<file path="src/hw/rtl/xts_pkg.sv">
`timescale 1ns / 1ps
// Shared types, constants and AES/GF(2^128) helper functions for the XTS sector unit.
package xts_pkg;

   localparam int unsigned NUM_ROUNDS = 14;
   localparam int unsigned NUM_RKEYS = NUM_ROUNDS + 1;
   localparam logic [7:0] MAX_BLOCK_INDEX = 8'd255;
   localparam logic [7:0] GF_FOLD = 8'h87;

   localparam logic [2:0] CSR_DATA_KEY_W0 = 3'd0;
   localparam logic [2:0] CSR_DATA_KEY_W1 = 3'd1;
   localparam logic [2:0] CSR_DATA_KEY_W2 = 3'd2;
   localparam logic [2:0] CSR_DATA_KEY_W3 = 3'd3;
   localparam logic [2:0] CSR_TWEAK_KEY_W0 = 3'd4;
   localparam logic [2:0] CSR_TWEAK_KEY_W1 = 3'd5;
   localparam logic [2:0] CSR_TWEAK_KEY_W2 = 3'd6;
   localparam logic [2:0] CSR_TWEAK_KEY_W3 = 3'd7;

   typedef logic [7:0] sbox_table_type [256];

   typedef enum logic [3:0] {
      OP_NONE,
      OP_LATCH,
      OP_KEXP,
      OP_TLOAD,
      OP_EROUND,
      OP_DROUND,
      OP_BASE,
      OP_TSEL,
      OP_DOUBLE,
      OP_DLOAD,
      OP_OUT
   } xts_op_type;

   localparam logic KEY_DATA = 1'b0;
   localparam logic KEY_TWEAK = 1'b1;

   typedef struct packed {
      xts_op_type op;
      logic [3:0] rnd;
      logic       key_sel;
   } xts_cmd_type;

   typedef struct packed {
      logic       new_sector;
      logic       action;
      logic       restart;
      logic [7:0] idx;
      logic       out_free;
   } xts_status_type;

   localparam sbox_table_type SBOX = '{
      8'h63,8'h7c,8'h77,8'h7b,8'hf2,8'h6b,8'h6f,8'hc5,8'h30,8'h01,8'h67,8'h2b,8'hfe,8'hd7,8'hab,8'h76,
      8'hca,8'h82,8'hc9,8'h7d,8'hfa,8'h59,8'h47,8'hf0,8'had,8'hd4,8'ha2,8'haf,8'h9c,8'ha4,8'h72,8'hc0,
      8'hb7,8'hfd,8'h93,8'h26,8'h36,8'h3f,8'hf7,8'hcc,8'h34,8'ha5,8'he5,8'hf1,8'h71,8'hd8,8'h31,8'h15,
      8'h04,8'hc7,8'h23,8'hc3,8'h18,8'h96,8'h05,8'h9a,8'h07,8'h12,8'h80,8'he2,8'heb,8'h27,8'hb2,8'h75,
      8'h09,8'h83,8'h2c,8'h1a,8'h1b,8'h6e,8'h5a,8'ha0,8'h52,8'h3b,8'hd6,8'hb3,8'h29,8'he3,8'h2f,8'h84,
      8'h53,8'hd1,8'h00,8'hed,8'h20,8'hfc,8'hb1,8'h5b,8'h6a,8'hcb,8'hbe,8'h39,8'h4a,8'h4c,8'h58,8'hcf,
      8'hd0,8'hef,8'haa,8'hfb,8'h43,8'h4d,8'h33,8'h85,8'h45,8'hf9,8'h02,8'h7f,8'h50,8'h3c,8'h9f,8'ha8,
      8'h51,8'ha3,8'h40,8'h8f,8'h92,8'h9d,8'h38,8'hf5,8'hbc,8'hb6,8'hda,8'h21,8'h10,8'hff,8'hf3,8'hd2,
      8'hcd,8'h0c,8'h13,8'hec,8'h5f,8'h97,8'h44,8'h17,8'hc4,8'ha7,8'h7e,8'h3d,8'h64,8'h5d,8'h19,8'h73,
      8'h60,8'h81,8'h4f,8'hdc,8'h22,8'h2a,8'h90,8'h88,8'h46,8'hee,8'hb8,8'h14,8'hde,8'h5e,8'h0b,8'hdb,
      8'he0,8'h32,8'h3a,8'h0a,8'h49,8'h06,8'h24,8'h5c,8'hc2,8'hd3,8'hac,8'h62,8'h91,8'h95,8'he4,8'h79,
      8'he7,8'hc8,8'h37,8'h6d,8'h8d,8'hd5,8'h4e,8'ha9,8'h6c,8'h56,8'hf4,8'hea,8'h65,8'h7a,8'hae,8'h08,
      8'hba,8'h78,8'h25,8'h2e,8'h1c,8'ha6,8'hb4,8'hc6,8'he8,8'hdd,8'h74,8'h1f,8'h4b,8'hbd,8'h8b,8'h8a,
      8'h70,8'h3e,8'hb5,8'h66,8'h48,8'h03,8'hf6,8'h0e,8'h61,8'h35,8'h57,8'hb9,8'h86,8'hc1,8'h1d,8'h9e,
      8'he1,8'hf8,8'h98,8'h11,8'h69,8'hd9,8'h8e,8'h94,8'h9b,8'h1e,8'h87,8'he9,8'hce,8'h55,8'h28,8'hdf,
      8'h8c,8'ha1,8'h89,8'h0d,8'hbf,8'he6,8'h42,8'h68,8'h41,8'h99,8'h2d,8'h0f,8'hb0,8'h54,8'hbb,8'h16
   };

   function automatic sbox_table_type build_inv_sbox();
      sbox_table_type inv;
      for (int i = 0; i < 256; i++) begin
         inv[SBOX[i]] = 8'(i);
      end
      return inv;
   endfunction

   localparam sbox_table_type INV_SBOX = build_inv_sbox();

   function automatic logic [7:0] xtime(input logic [7:0] a);
      return {a[6:0], 1'b0} ^ (a[7] ? 8'h1b : 8'h00);
   endfunction

   function automatic logic [31:0] sub_word(input logic [31:0] w);
      logic [31:0] r;
      for (int i = 0; i < 4; i++) begin
         r[8*i +: 8] = SBOX[w[8*i +: 8]];
      end
      return r;
   endfunction

   function automatic logic [127:0] shift_sub(input logic [127:0] s);
      logic [127:0] t;
      for (int c = 0; c < 4; c++) begin
         for (int r = 0; r < 4; r++) begin
            t[8*(4*c+r) +: 8] = SBOX[s[8*(4*((c+r)&3)+r) +: 8]];
         end
      end
      return t;
   endfunction

   function automatic logic [127:0] inv_shift_sub(input logic [127:0] s);
      logic [127:0] t;
      for (int c = 0; c < 4; c++) begin
         for (int r = 0; r < 4; r++) begin
            t[8*(4*((c+r)&3)+r) +: 8] = INV_SBOX[s[8*(4*c+r) +: 8]];
         end
      end
      return t;
   endfunction

   function automatic logic [127:0] mix_columns(input logic [127:0] t);
      logic [127:0] s;
      logic [7:0] a0, a1, a2, a3;
      for (int c = 0; c < 4; c++) begin
         a0 = t[8*(4*c)   +: 8];
         a1 = t[8*(4*c+1) +: 8];
         a2 = t[8*(4*c+2) +: 8];
         a3 = t[8*(4*c+3) +: 8];
         s[8*(4*c)   +: 8] = xtime(a0) ^ xtime(a1) ^ a1 ^ a2 ^ a3;
         s[8*(4*c+1) +: 8] = a0 ^ xtime(a1) ^ xtime(a2) ^ a2 ^ a3;
         s[8*(4*c+2) +: 8] = a0 ^ a1 ^ xtime(a2) ^ xtime(a3) ^ a3;
         s[8*(4*c+3) +: 8] = xtime(a0) ^ a0 ^ a1 ^ a2 ^ xtime(a3);
      end
      return s;
   endfunction

   function automatic logic [127:0] inv_mix_columns(input logic [127:0] t);
      logic [127:0] s;
      logic [7:0] a [4];
      logic [7:0] m9 [4];
      logic [7:0] m11 [4];
      logic [7:0] m13 [4];
      logic [7:0] m14 [4];
      logic [7:0] x2, x4, x8;
      for (int c = 0; c < 4; c++) begin
         for (int k = 0; k < 4; k++) begin
            a[k] = t[8*(4*c+k) +: 8];
            x2 = xtime(a[k]);
            x4 = xtime(x2);
            x8 = xtime(x4);
            m9[k] = x8 ^ a[k];
            m11[k] = x8 ^ x2 ^ a[k];
            m13[k] = x8 ^ x4 ^ a[k];
            m14[k] = x8 ^ x4 ^ x2;
         end
         s[8*(4*c)   +: 8] = m14[0] ^ m11[1] ^ m13[2] ^ m9[3];
         s[8*(4*c+1) +: 8] = m9[0] ^ m14[1] ^ m11[2] ^ m13[3];
         s[8*(4*c+2) +: 8] = m13[0] ^ m9[1] ^ m14[2] ^ m11[3];
         s[8*(4*c+3) +: 8] = m11[0] ^ m13[1] ^ m9[2] ^ m14[3];
      end
      return s;
   endfunction

   function automatic logic [127:0] gf_double(input logic [127:0] t);
      logic [127:0] r;
      r = {t[126:0], 1'b0};
      r[7:0] = r[7:0] ^ (t[127] ? GF_FOLD : 8'h00);
      return r;
   endfunction

endpackage

</file>
<file path="src/hw/rtl/xts_ctrl.sv">
`timescale 1ns / 1ps
// Sequencer for the XTS sector unit: key expansion, tweak and data cipher passes.
module xts_ctrl (
   input  logic                    clock,
   input  logic                    reset,
   input  logic                    req_valid,
   output logic                    req_ready,
   input  xts_pkg::xts_status_type status,
   output xts_pkg::xts_cmd_type    cmd
);
   import xts_pkg::*;

   typedef enum logic [3:0] {
      S_IDLE,
      S_START,
      S_TKEXP,
      S_TLOAD,
      S_TROUND,
      S_TBASE,
      S_TSEL,
      S_DOUBLE,
      S_DKEXP,
      S_DLOAD,
      S_DROUND,
      S_DONE
   } state_type;

   state_type state_ff;
   logic [7:0] cnt_ff;

   assign req_ready = (state_ff == S_IDLE);

   always_comb begin
      cmd.op = OP_NONE;
      cmd.rnd = cnt_ff[3:0];
      cmd.key_sel = KEY_DATA;
      unique case (state_ff)
         S_IDLE:   if (req_valid) cmd.op = OP_LATCH;
         S_START:  cmd.op = OP_NONE;
         S_TKEXP: begin
            cmd.op = OP_KEXP;
            cmd.key_sel = KEY_TWEAK;
         end
         S_TLOAD:  cmd.op = OP_TLOAD;
         S_TROUND: cmd.op = OP_EROUND;
         S_TBASE:  cmd.op = OP_BASE;
         S_TSEL:   cmd.op = OP_TSEL;
         S_DOUBLE: cmd.op = OP_DOUBLE;
         S_DKEXP:  cmd.op = OP_KEXP;
         S_DLOAD:  cmd.op = OP_DLOAD;
         S_DROUND: cmd.op = status.action ? OP_DROUND : OP_EROUND;
         S_DONE:   if (status.out_free) cmd.op = OP_OUT;
         default:  cmd.op = OP_NONE;
      endcase
   end

   always_ff @(posedge clock) begin
      if (reset) begin
         state_ff <= S_IDLE;
         cnt_ff <= '0;
      end else begin
         unique case (state_ff)
            S_IDLE: if (req_valid) state_ff <= S_START;
            S_START: begin
               cnt_ff <= '0;
               state_ff <= status.new_sector ? S_TKEXP : S_TSEL;
            end
            S_TKEXP: begin
               if (cnt_ff == 8'(NUM_ROUNDS)) begin
                  state_ff <= S_TLOAD;
               end else begin
                  cnt_ff <= cnt_ff + 8'd1;
               end
            end
            S_TLOAD: begin
               cnt_ff <= 8'd1;
               state_ff <= S_TROUND;
            end
            S_TROUND: begin
               if (cnt_ff == 8'(NUM_ROUNDS)) begin
                  state_ff <= S_TBASE;
               end else begin
                  cnt_ff <= cnt_ff + 8'd1;
               end
            end
            S_TBASE: state_ff <= S_TSEL;
            S_TSEL: begin
               if (status.restart && (status.idx != 8'd0)) begin
                  cnt_ff <= status.idx;
                  state_ff <= S_DOUBLE;
               end else begin
                  cnt_ff <= '0;
                  state_ff <= S_DKEXP;
               end
            end
            S_DOUBLE: begin
               if (cnt_ff == 8'd1) begin
                  cnt_ff <= '0;
                  state_ff <= S_DKEXP;
               end else begin
                  cnt_ff <= cnt_ff - 8'd1;
               end
            end
            S_DKEXP: begin
               if (cnt_ff == 8'(NUM_ROUNDS)) begin
                  state_ff <= S_DLOAD;
               end else begin
                  cnt_ff <= cnt_ff + 8'd1;
               end
            end
            S_DLOAD: begin
               cnt_ff <= status.action ? 8'(NUM_ROUNDS - 1) : 8'd1;
               state_ff <= S_DROUND;
            end
            S_DROUND: begin
               if (status.action) begin
                  if (cnt_ff == 8'd0) begin
                     state_ff <= S_DONE;
                  end else begin
                     cnt_ff <= cnt_ff - 8'd1;
                  end
               end else begin
                  if (cnt_ff == 8'(NUM_ROUNDS)) begin
                     state_ff <= S_DONE;
                  end else begin
                     cnt_ff <= cnt_ff + 8'd1;
                  end
               end
            end
            S_DONE: if (status.out_free) state_ff <= S_IDLE;
            default: state_ff <= S_IDLE;
         endcase
      end
   end

endmodule

</file>
<file path="config.mk">
export PLATFORM = sky130hd
export DESIGN_NAME = xts_ctrl
export DESIGN_NICKNAME = d
export VERILOG_FILES = /design/src/hw/rtl/xts_pkg.sv /design/src/hw/rtl/xts_ctrl.sv
export SDC_FILE = /design/constraint.sdc
export NUM_CORES = 1
export LEC_CHECK = 0
export BUFFER_PORTS_ARGS = -buffer_cell sky130_fd_sc_hd__buf_2
export CORE_AREA = 2 2 54 56
export CTS_BUF_LIST = sky130_fd_sc_hd__clkbuf_8
export CTS_CLUSTER_DIAMETER = 50
export DETAILED_ROUTE_END_ITERATION = 16
export DIE_AREA = 0 0 56 58
export PLACE_DENSITY_LB_ADDON = 0.08
export SETUP_SLACK_MARGIN = 0.4
export SLEW_MARGIN = 40
export SYNTH_ARGS = -nofsm -noshare
export SYNTH_HDL_FRONTEND = slang
export SYNTH_SLANG_ARGS = --single-unit
</file>
<file path="constraint.sdc">
create_clock -name clock -period 2.9 [get_ports clock]
set_clock_uncertainty 0.15 [all_clocks]
set_input_delay 0.145 -clock clock [delete_from_list [all_inputs] [get_ports clock]]
set_output_delay 0.145 -clock clock [all_outputs]
set_load 0.02 [all_outputs]
</file>
; ---- Word-level counts from Yosys, hierarchy flattened
; Index checks and enable logic that the tools add are counted.
[totals]
register_bits = 12
input_bits = 15
wordCells = 59
[classes]
mux = 24
reduce_logical = 9
n_eq_ne = 22
addsub = 2
[ops]
columns = operator, count
row1 = case mux 8 bit (7 select lines), 1
row2 = two-way mux 4 bit, 12
row3 = case mux 4 bit (12 select lines), 1
row4 = two-way mux 8 bit, 5
row5 = case mux 4 bit (10 select lines), 1
row6 = "== test 4 x 3 -> 1 bit, second input constant", 4
row7 = "== test 4 bit, second input constant", 4
row8 = "!= test 2 bit, second input constant", 6
row9 = "!= test 3 bit, second input constant", 3
row10 = "adder 8 x 1 -> 8 bit, second input constant", 1
row11 = "== test 4 x 2 -> 1 bit, second input constant", 2
row12 = "== test 8 x 1 -> 1 bit, second input constant", 1
row13 = "== test 8 x 4 -> 1 bit, second input constant", 1
row14 = logical NOT 8 bit, 1
row15 = AND reduction 8 bit, 1
row16 = nonzero test 8 bit, 1
row17 = "subtractor 8 x 1 -> 8 bit, second input constant", 1
row18 = nonzero test 7 bit, 1
row19 = "== test 4 x 1 -> 1 bit, second input constant", 1
row20 = logical NOT 4 bit, 1
row21 = two-way mux 1 bit, 3
row22 = two-way mux 3 bit, 1
row23 = OR reduction 3 bit, 1
row24 = AND reduction 2 bit, 1
row25 = 2 further kinds, 2

; ---- Logic depth before layout (Yosys ltp)
; Gate-level depths: netlist of the first run.
[depth]
word_depth = 4
ltp_mapped = 8
ltp_nobuf = 7

; ---- Least setup slack after synthesis of the first run
; Ideal clock, no wire load.
[synth_timing]
path_type = register to register
from = register cnt_ff[4]
to = register state_ff[3]
t_required_ps = 2634
path_buffers = 2
stages_incl_launch_ff = 8
arrival_time_ps = 1736
path_slack_ps = 898
path_cell_list = dfxtp_1 buf_6 nor4_4 nand4_4 buf_6 a2111oi_2 nor3b_1 a41o_1
[synth_between]
elab_chain_cells = 3
elab_cells_between_ends = 10
[synth_rtl]
columns = element, line_no
row1 = start: declaration, xts_ctrl.sv:29  ; logic [7:0] cnt_ff;
row2 = start signal: assignment, xts_ctrl.sv:72  ; cnt_ff <= cnt_ff + 8'd1;
row3 = start signal: assignment, xts_ctrl.sv:83  ; cnt_ff <= cnt_ff + 8'd1;
row4 = start signal: assignment, xts_ctrl.sv:89  ; cnt_ff <= status.idx;
row5 = == test 8 x 4 -> 1 bit (tied with other cells), n/a
row6 = != test 3 bit (no line) / != test 2 bit (equally long branches), n/a
row7 = AND reduction 8 bit (no line) (*), n/a
row8 = end signal: assignment, xts_ctrl.sv:66  ; state_ff <= status.new_sector ? S_TKEXP : S_TSEL;
row9 = end: declaration, xts_ctrl.sv:28  ; state_type state_ff;
; Mark *: on every way between the ends. The rest lies on a longest branch, timed or not.
; A chain may end at the register's enable or synchronous reset.

; ---- Worst setup path in the final report of the first run
[layout_timing]
from = register state_ff[1]
to = register state_ff[1]
[layout_between]
elab_chain_cells = 3
elab_cells_between_ends = 22
[layout_rtl]
columns = element, line_no
row1 = == test 4 bit (tied with other cells), xts_ctrl.sv:62  ; unique case (state_ff)
row2 = != test 3 bit (no line) / != test 2 bit (equally long branches), n/a
row3 = AND reduction 8 bit (no line), n/a
; Several ways; a longest one is shown, not always the timed one.

==> reports/metrics.cfg, run 1 <==
[cts]
cts-root-buf = clkbuf_8
clk_latency_ns = 0.25
clkSinkCount = 12
cts_setup_buffers = 0
clk_pin_slew_ns = 0.06
cts_buffers = 3
htreeDepth = 1
clockBufferDepth = 2
cts_tree = yes

[worst_setup_path]
crit_fanout = 17
timing.rr.start = state_ff[1]
crit_top_cell = a2111oi_4
cpPeakStageDelay_ns = 0.71
reg2reg_setup_slack_ns = 0.52
crit_family = compound AO/OA/AOI/OAI gates
reg2reg_depth = 6
startpoint_type = register
slowest_stage = a2111oi_4
crit_buf_inv = 1
cp.required_ns = 2.93
crit_type = register to register
end_kind = register
worst_ep_arrival_time_ns = 2.41
worstPathCellList = buf_4 -> and2_1 -> a2111oi_4 -> a2111oi_4 -> nand2b_1 -> a21oi_1
reg2reg_to = state_ff[1]

[synth]
syn_inst = 192
async_flop_share = 0
synth-seq-cells = 12
yosysSeqAreaShare = 0.162
synth_fp_nets = 212
ys.flop_type = dfxtp_1
synthesis.area_um2 = 1480
synth_enable_flop_cells = 0
synth_cell_types = 55
ys_warn_count = 0
syn_avg_cell_area_um2 = 7.72

[finish]
regArea_um2 = 240
multi_input_area_um2 = 1110
fin_util = 0.599
num_antenna_cells = 0
layout.nets = 221
drive_above_1_share = 0.200
fin_cells = 231
fill_cells = 251
area_growth_pct = 7.60

[min_path]
hp-start = reset
hold_path_depth = 2
min_path_type = input port to register
min_to = state_ff[2]

[detailed_routing]
avgRoutedWirePerCell_um = 18.1
postRouteAntennaNets = 0
drc_errors = 0
drt_iter0_drc = 105
firstDrtPassIters = 4
vias = 1553
routed_wirelength_mm = 4.17
vias_per_cell = 6.72

[timing]
finalCritPeriodShare = 0.819
holdWs_ns = 0.105
slew_headroom = 0.512
worst_pin_slew_ns = 0.732
fmax_mhz = 421
hold_viol = 0
slew_violations = 0
grt_setup_unrepaired = no
setup_violations = 0
tns_ns = 0
layout_min_cycle_time_ns = 2.38

[global_route]
grt_first_pass_wirelength_mm = 6.92
met2_usage = 0.444
grt_max_degree = 21
grtUsageMet3 = 0.0714
grt_usage = 0.270
grt_antenna_before_repair = 0
met1_usage = 0.334
overflow = 0
grt_pass1_vias = 1457
grt.busiest_layer = met2

[die]
core_um2 = 2660
die_w_um = 56
rows = 19
die_area_um2 = 3250
fp.dieH_um = 58
start_util = 0.556
ioPinCount = 25

[pwr]
p_leak_nw = 0.650
vdd_drop_max_uv = 547
powerDensity_nw_per_um2 = 779

[placed_design]
hpwlAfterDp_mm = 3.02
placedCellCount = 227
portBuffers = 24
gp_congestion = 0.926

[outcome]
status = finished, final reports clean

[job]
maxCapViolations = 0

[power by group]
group          switching [mW]  total, mW  internal [mW]  leakage (nW)
sequential              0.102      0.293          0.190        0.0974
clock                  0.0778      0.198          0.121        0.0288
combinational           0.456      0.750          0.294         0.524
[cells in the final DEF, fill, tap and decap left out, types with 2 or more instances in the layout]
cell type,count
nand3_1,5
a211oi_1,6
and3_1,3
a2111oi_4,2
xor2_1,7
xnor2_1,4
a31oi_1,2
nor3_1,3
and2_1,3
nand2_1,12
o31ai_1,5
nor2_1,17
nand4bb_1,2
nand2b_1,7
inv_1,5
nor2b_1,3
a221oi_1,2
buf_2,24
o21ai_0,3
dfxtp_1,12
ha_1,5
a32oi_1,3
a22oi_1,5
a22o_1,2
or4_1,4
nor3b_1,4
or2_2,2
o21ai_1,2
a21oi_1,17
buf_4,2
clkbuf_8,4
[sequential cells by signal, indices dropped and copies added, names as in the netlist]
register  flops
cnt_ff        8
state_ff      4
[what timing repair did]
item                       in CTS  in global routing
setup endpoints to repair       0                  7
hold buffers                    0                  0
resized for setup               0                  1
[synth_stat cells, drive strengths merged (4+ instances only)]
library cell  count  area, um2
a2111oi           4       80.1
dfxtp            12        240
nand2            12       45.0
inv               5       18.8
nor2             17       63.8
buf              14       91.3
clkbuf            8       30.0
ha                5       62.6
a21oi            17       85.1
nor3b             4       30.0
xor2              7       61.3
a211oi            6       45.0
o21ai             5       25.0
or4               4       30.0
o31ai             5       37.5
a22oi             5       37.5
nand2b            7       43.8
nand3             6       30.0
xnor2             4       35.0
[stage by stage]
stage	setup slack, ns	power [mW]	area, um2
finish	0.524	1.24	1590
global placement	0.606	1.02	1530
global route	0.409	1.34	1590
floorplan	0.898	0.868	1480
detailed placement	0.604	1.03	1530
CTS	0.598	1.22	1590
[logic make-up after synthesis]
kind of cell	share of synthesized area
AOI/OAI and AO/OA	0.351
xor gates and xnor gates	0.0650
adders and majority gates	0.0422
buffers and inverters	0.0946
DFF	0.162
muxes	0.00676
and+or+nand+nor	0.279
[final cells by class]
| cell class | instances | area share |
|---|---|---|
| timing repair buffer | 26 | 0.0848 |
| sequential | 12 | 0.151 |
| clock buffer | 4 | 0.0345 |
| tap | 31 | 0.0243 |
| inverter | 5 | 0.0118 |
| multi-input combinational | 153 | 0.694 |
[worst max-delay path by stage]
stage | slack (ns) | from | depth (start not counted) | to
floorplan | 0.90 | cnt_ff[4] | 7 | state_ff[3]
global placement | 0.61 | state_ff[3] | 5 | cnt_ff[3]
detailed placement | 0.60 | state_ff[2] | 5 | state_ff[1]
CTS | 0.60 | state_ff[2] | 5 | state_ff[1]
global route | 0.41 | state_ff[1] | 6 | state_ff[1]
finish | 0.52 | state_ff[1] | 6 | state_ff[1]
[metal layers]
layer  vias up  part of all wire
li1        741                 -
met1       713              0.41
met2        82              0.46
met3        17             0.096
met4         0             0.033
met5         -                 0
Power figures use the tool's default switching activity.
==> run 2, diff against run 1 <==
==> constraint.sdc (replaced) <==
create_clock -name clock -period 2.25 [get_ports clock]
set_clock_uncertainty 0.15 [all_clocks]
set_input_delay 0.1125 -clock clock [delete_from_list [all_inputs] [get_ports clock]]
set_output_delay 0.1125 -clock clock [all_outputs]
set_load 0.02 [all_outputs]
==> reports/metrics.cfg, run 2 (same netlist as run 1, synthesis figures left out) <==
[outcome]
status = finished, final reports clean

[detailed_routing]
vias = 1778
routed_wirelength_mm = 5.31
firstDrtPassIters = 4
postRouteAntennaNets = 0
avgRoutedWirePerCell_um = 20.3
drt_iter0_drc = 99
vias_per_cell = 6.79
drc_errors = 0

[die]
fp.dieH_um = 58
rows = 19
ioPinCount = 25
core_um2 = 2660
start_util = 0.556
die_area_um2 = 3250
die_w_um = 56

[worst_setup_path]
cpPeakStageDelay_ns = 0.52
crit_family = simple AND/OR/NAND/NOR gates
crit_fanout = 7
cp.required_ns = 2.26
crit_buf_inv = 1
slowest_stage = or4_4
crit_type = register to register
crit_start = cnt_ff[0]
startpoint_type = register
reg2reg_depth = 6
worstPathCellList = buf_4 -> or4_4 -> nor4_2 -> xor2_1 -> a22oi_1 -> a211oi_2
worst_ep_arrival_time_ns = 2.01
end_kind = register
timing.rr.start = cnt_ff[0]
crit_cells = 6

[pwr]
p_leak_nw = 0.826
vdd_drop_max_uv = 922
powerDensity_nw_per_um2 = 1060

[cts]
cts-root-buf = clkbuf_8
htreeDepth = 1
cts_buffers = 3
clk_pin_slew_ns = 0.06
clockBufferDepth = 2
clkSinkCount = 12
clk_latency_ns = 0.25
cts_tree = yes

[timing]
hold_viol = 0
slew_headroom = 0.603
tns_ns = 0
setup_violations = 0
worst_pin_slew_ns = 0.588
fmax_mhz = 498
finalCritPeriodShare = 0.893
grt_setup_unrepaired = yes
slew_violations = 0
layout_min_cycle_time_ns = 2.01

[placed_design]
portBuffers = 24
hpwlAfterDp_mm = 3.28
place_area_um2 = 1670
gp_congestion = 0.950

[finish]
drive_above_1_share = 0.446
layout.nets = 252
area_growth_pct = 38.6
reg.largest.list = cnt_ff: 8 flops, state_ff: 4 flops
largest_register_ffs = 8
final_cell_mix = buf_4, buf_2, nor2_1, a21oi_1, nand2_1
final_common_cell = buf_4
num_antenna_cells = 0
top_register = cnt_ff
fin_area_um2 = 2050

[global_route]
overflow = 0
grt_usage = 0.325
grt_antenna_before_repair = 0
grt_pass1_vias = 1703
grt_max_degree = 14
grt_first_pass_wirelength_mm = 8.30

[job]
maxCapViolations = 0

[min_path]
hp-start = reset
hold_path_depth = 2
min_path_type = input port to register

[run 2: cell types whose count changed in the layout (fill, tap and decap cells not counted), sizes merged]
| cell | delta |
|---|---|
| buf | +31 |
[run 2: per-stage QoR]
step / hold slack (ns) / total power [mW] / util / setup WS (ns) / std cells
2_1_floorplan: 0.0690 / 1.15 / - / 0.287 / 192
3_3_place_gp: 0.320 / 1.47 / 0.627 / 0.143 / 241
3_5_place_dp: 0.319 / 1.48 / 0.627 / 0.137 / 241
4_1_cts: 0.0765 / 1.98 / 0.734 / 0.287 / 257
5_1_grt: 0.109 / 2.27 / 0.771 / 0.151 / 262
6_report: 0.0763 / 2.18 / 0.771 / 0.241 / 262
[run 2: path summary, 6_finish.rpt]
| kind | endpoint | slack [ns] |
|---|---|---|
| worst min register to register | cnt_ff[2] | 0.45 |
| worst max register to register | cnt_ff[7] | 0.24 |
| worst max-delay path | cnt_ff[7] | 0.24 |
| worst min-delay path | state_ff[0] | 0.08 |
[run 2: layout make-up]
type	instances	area [um2]
inverters	5	18.8
clock buffers	4	55.1
flip-flops and latches	12	264
well taps	31	38.8
fillers	196	609
multi-input cells	153	1290
repair buffers	57	390
[run 2: worst reg2reg max path, delay by kind of cell, from the launching register on]
kind	cells	cell delay [ns]
AO/OA/AOI/OAI	2	0.35
XOR/XNOR	1	0.19
buffers and inverters	1	0.17
flip-flops	1	0.32
AND/OR/NAND/NOR	2	0.74
[run 2: what timing repair did]
item,4_1_cts,5_1_grt
resized for setup,37,16
hold buffers,0,0
pin swaps,8,9
setup buffers,11,4
setup endpoints to repair,15,14
cloned,1,1
[run 2: power by group]
group          switching (mW)  total, mW  internal (mW)
combinational           0.884       1.59          0.708
sequential             0.0776      0.336          0.258
clock                  0.0988      0.254          0.155
[run 2: layer usage]
| metal | vias up | wire, um | track usage |
|---|---|---|---|
| li1 | 806 | - | - |
| met1 | 844 | 2120 | 0.404 |
| met2 | 108 | 2650 | 0.566 |
| met3 | 20 | 399 | 0.0558 |
| met4 | 0 | 141 | 0.119 |
| met5 | - | 0 | 0 |
==> run 3, diff against run 2 <==
--- a/config.mk
+++ b/config.mk
@@ -6,11 +6,11 @@
 export NUM_CORES = 1
 export LEC_CHECK = 0
 export BUFFER_PORTS_ARGS = -buffer_cell sky130_fd_sc_hd__buf_2
-export CORE_AREA = 2 2 54 56
+export CORE_AREA = 2 2 58 60
 export CTS_BUF_LIST = sky130_fd_sc_hd__clkbuf_8
 export CTS_CLUSTER_DIAMETER = 50
 export DETAILED_ROUTE_END_ITERATION = 16
-export DIE_AREA = 0 0 56 58
+export DIE_AREA = 0 0 60 62
 export PLACE_DENSITY_LB_ADDON = 0.08
 export SETUP_SLACK_MARGIN = 0.4
 export SLEW_MARGIN = 40
==> reports/metrics.cfg, run 3 (same netlist as run 1, synthesis figures left out) <==
[outcome]
status = finished, final reports clean

[min_path]
hp-start = reset
min_path_type = input port to register

[finish]
final_common_cell = buf_2
fin_util = 0.632
reg.largest.list = cnt_ff: 8 flops, state_ff: 4 flops
multi_input_area_um2 = 1280
fin_cells = 269
largest_register_ffs = 8
fill_cells = 289
area_growth_pct = 35.6
top_register = cnt_ff
drive_above_1_share = 0.435
final_cell_mix = buf_2, buf_4, nor2_1, a21oi_1, nand2_1
num_antenna_cells = 0
regArea_um2 = 265
layout.nets = 244

[global_route]
grt_usage = 0.272
overflow = 0
grt_pass1_vias = 1543
grt_antenna_before_repair = 0
grt_first_pass_wirelength_mm = 7.38
grt_max_degree = 14

[timing]
tns_ns = 0
fmax_mhz = 509
worst_pin_slew_ns = 0.441
grt_setup_unrepaired = yes
setup_violations = 0
finalCritPeriodShare = 0.873
slew_violations = 0
slew_headroom = 0.706
layout_min_cycle_time_ns = 1.96
hold_viol = 0

[worst_setup_path]
crit_fanout = 8
startpoint_type = register
worstPathCellList = buf_6 -> or4_4 -> a21oi_4 -> a2111oi_4 -> buf_4 -> a21oi_2 -> nor2_1
cpPeakStageDelay_ns = 0.54
crit_buf_inv = 2
reg2reg_setup_slack_ns = 0.29
crit_start = state_ff[3]
slowest_stage = or4_4
crit_family = simple AND/OR/NAND/NOR gates
timing.rr.start = state_ff[3]
end_kind = register
cp.required_ns = 2.23
worst_ep_arrival_time_ns = 1.94
crit_type = register to register

[die]
fp.dieH_um = 62
start_util = 0.466
die_w_um = 60
die_area_um2 = 3720
core_um2 = 3180
rows = 21
ioPinCount = 25

[placed_design]
portBuffers = 24
placedCellCount = 256
gp_congestion = 0.872
hpwlAfterDp_mm = 3.41

[pwr]
vdd_drop_max_uv = 709
p_leak_nw = 0.794
powerDensity_nw_per_um2 = 1030

[cts]
clk_pin_slew_ns = 0.06
clkSinkCount = 12
cts-root-buf = clkbuf_8
htreeDepth = 1
clockBufferDepth = 2
cts_tree = yes
clk_latency_ns = 0.25
cts_buffers = 3

[detailed_routing]
avgRoutedWirePerCell_um = 17.8
routed_wirelength_mm = 4.79
vias = 1669
drt_iter0_drc = 172
drc_errors = 0
postRouteAntennaNets = 0
firstDrtPassIters = 4
vias_per_cell = 6.20

[job]
maxCapViolations = 0

run 3: per-layer routing:
| metal | wire length, um | track usage | vias to the layer above |
|---|---|---|---|
| li1 | - | - | 785 |
| met1 | 2050 | 0.350 | 802 |
| met2 | 2330 | 0.461 | 75 |
| met3 | 323 | 0.0290 | 7 |
| met4 | 85 | 0.117 | 0 |
| met5 | 0 | 0 | - |
run 3: stage by stage:
stage / hold WS, ns / total power, mW / area (um2) / setup WS (ns)
floorplan: 0.0690 / 1.15 / 1520 / 0.287
global placement: 0.308 / 1.47 / 1690 / 0.109
detailed placement: 0.316 / 1.48 / 1690 / 0.0362
CTS: 0.0615 / 1.95 / 1930 / 0.315
global route: 0.0658 / 2.17 / 2010 / 0.222
finish: 0.0506 / 2.07 / 2010 / 0.286
run 3: path summary, 6_finish.rpt:
kind                               endpoint  cells after the start
worst max register to register  state_ff[2]                      7
worst min register to register  state_ff[1]                      2
worst max-delay path            state_ff[2]                      7
worst min-delay path            state_ff[0]                      2
run 3: worst reg2reg max path: stages (launching register included):
cell       delay, ns
dfxtp_4         0.37
buf_6           0.13
or4_4           0.54
a21oi_4         0.22
a2111oi_4       0.09
buf_4           0.17
a21oi_2         0.12
nor2_1          0.05
run 3: area by class of cell:
| type | instances | area share |
|---|---|---|
| tap | 46 | 0.0286 |
| multi-input combinational | 153 | 0.637 |
| timing repair buffer | 49 | 0.164 |
| clock buffer | 4 | 0.0274 |
| inverter | 5 | 0.0106 |
| sequential | 12 | 0.132 |
run 3: timing repair:
action / 4_1_cts / 5_1_grt
hold buffers: 0 / 0
setup endpoints to repair: 14 / 15
gates resized for setup: 42 / 11
pin swaps: 9 / 4
buffers inserted: 5 / 3
cloned: 1 / 0
run 3: power breakdown:
| group | internal, mW | switching, mW | total, mW | leakage (nW) |
|---|---|---|---|---|
| logic | 0.644 | 0.829 | 1.47 | 0.662 |
| clock network | 0.155 | 0.0963 | 0.252 | 0.0288 |
| registers | 0.259 | 0.0821 | 0.341 | 0.103 |
| total | 1.06 | 1.01 | 2.07 | 0.794 |
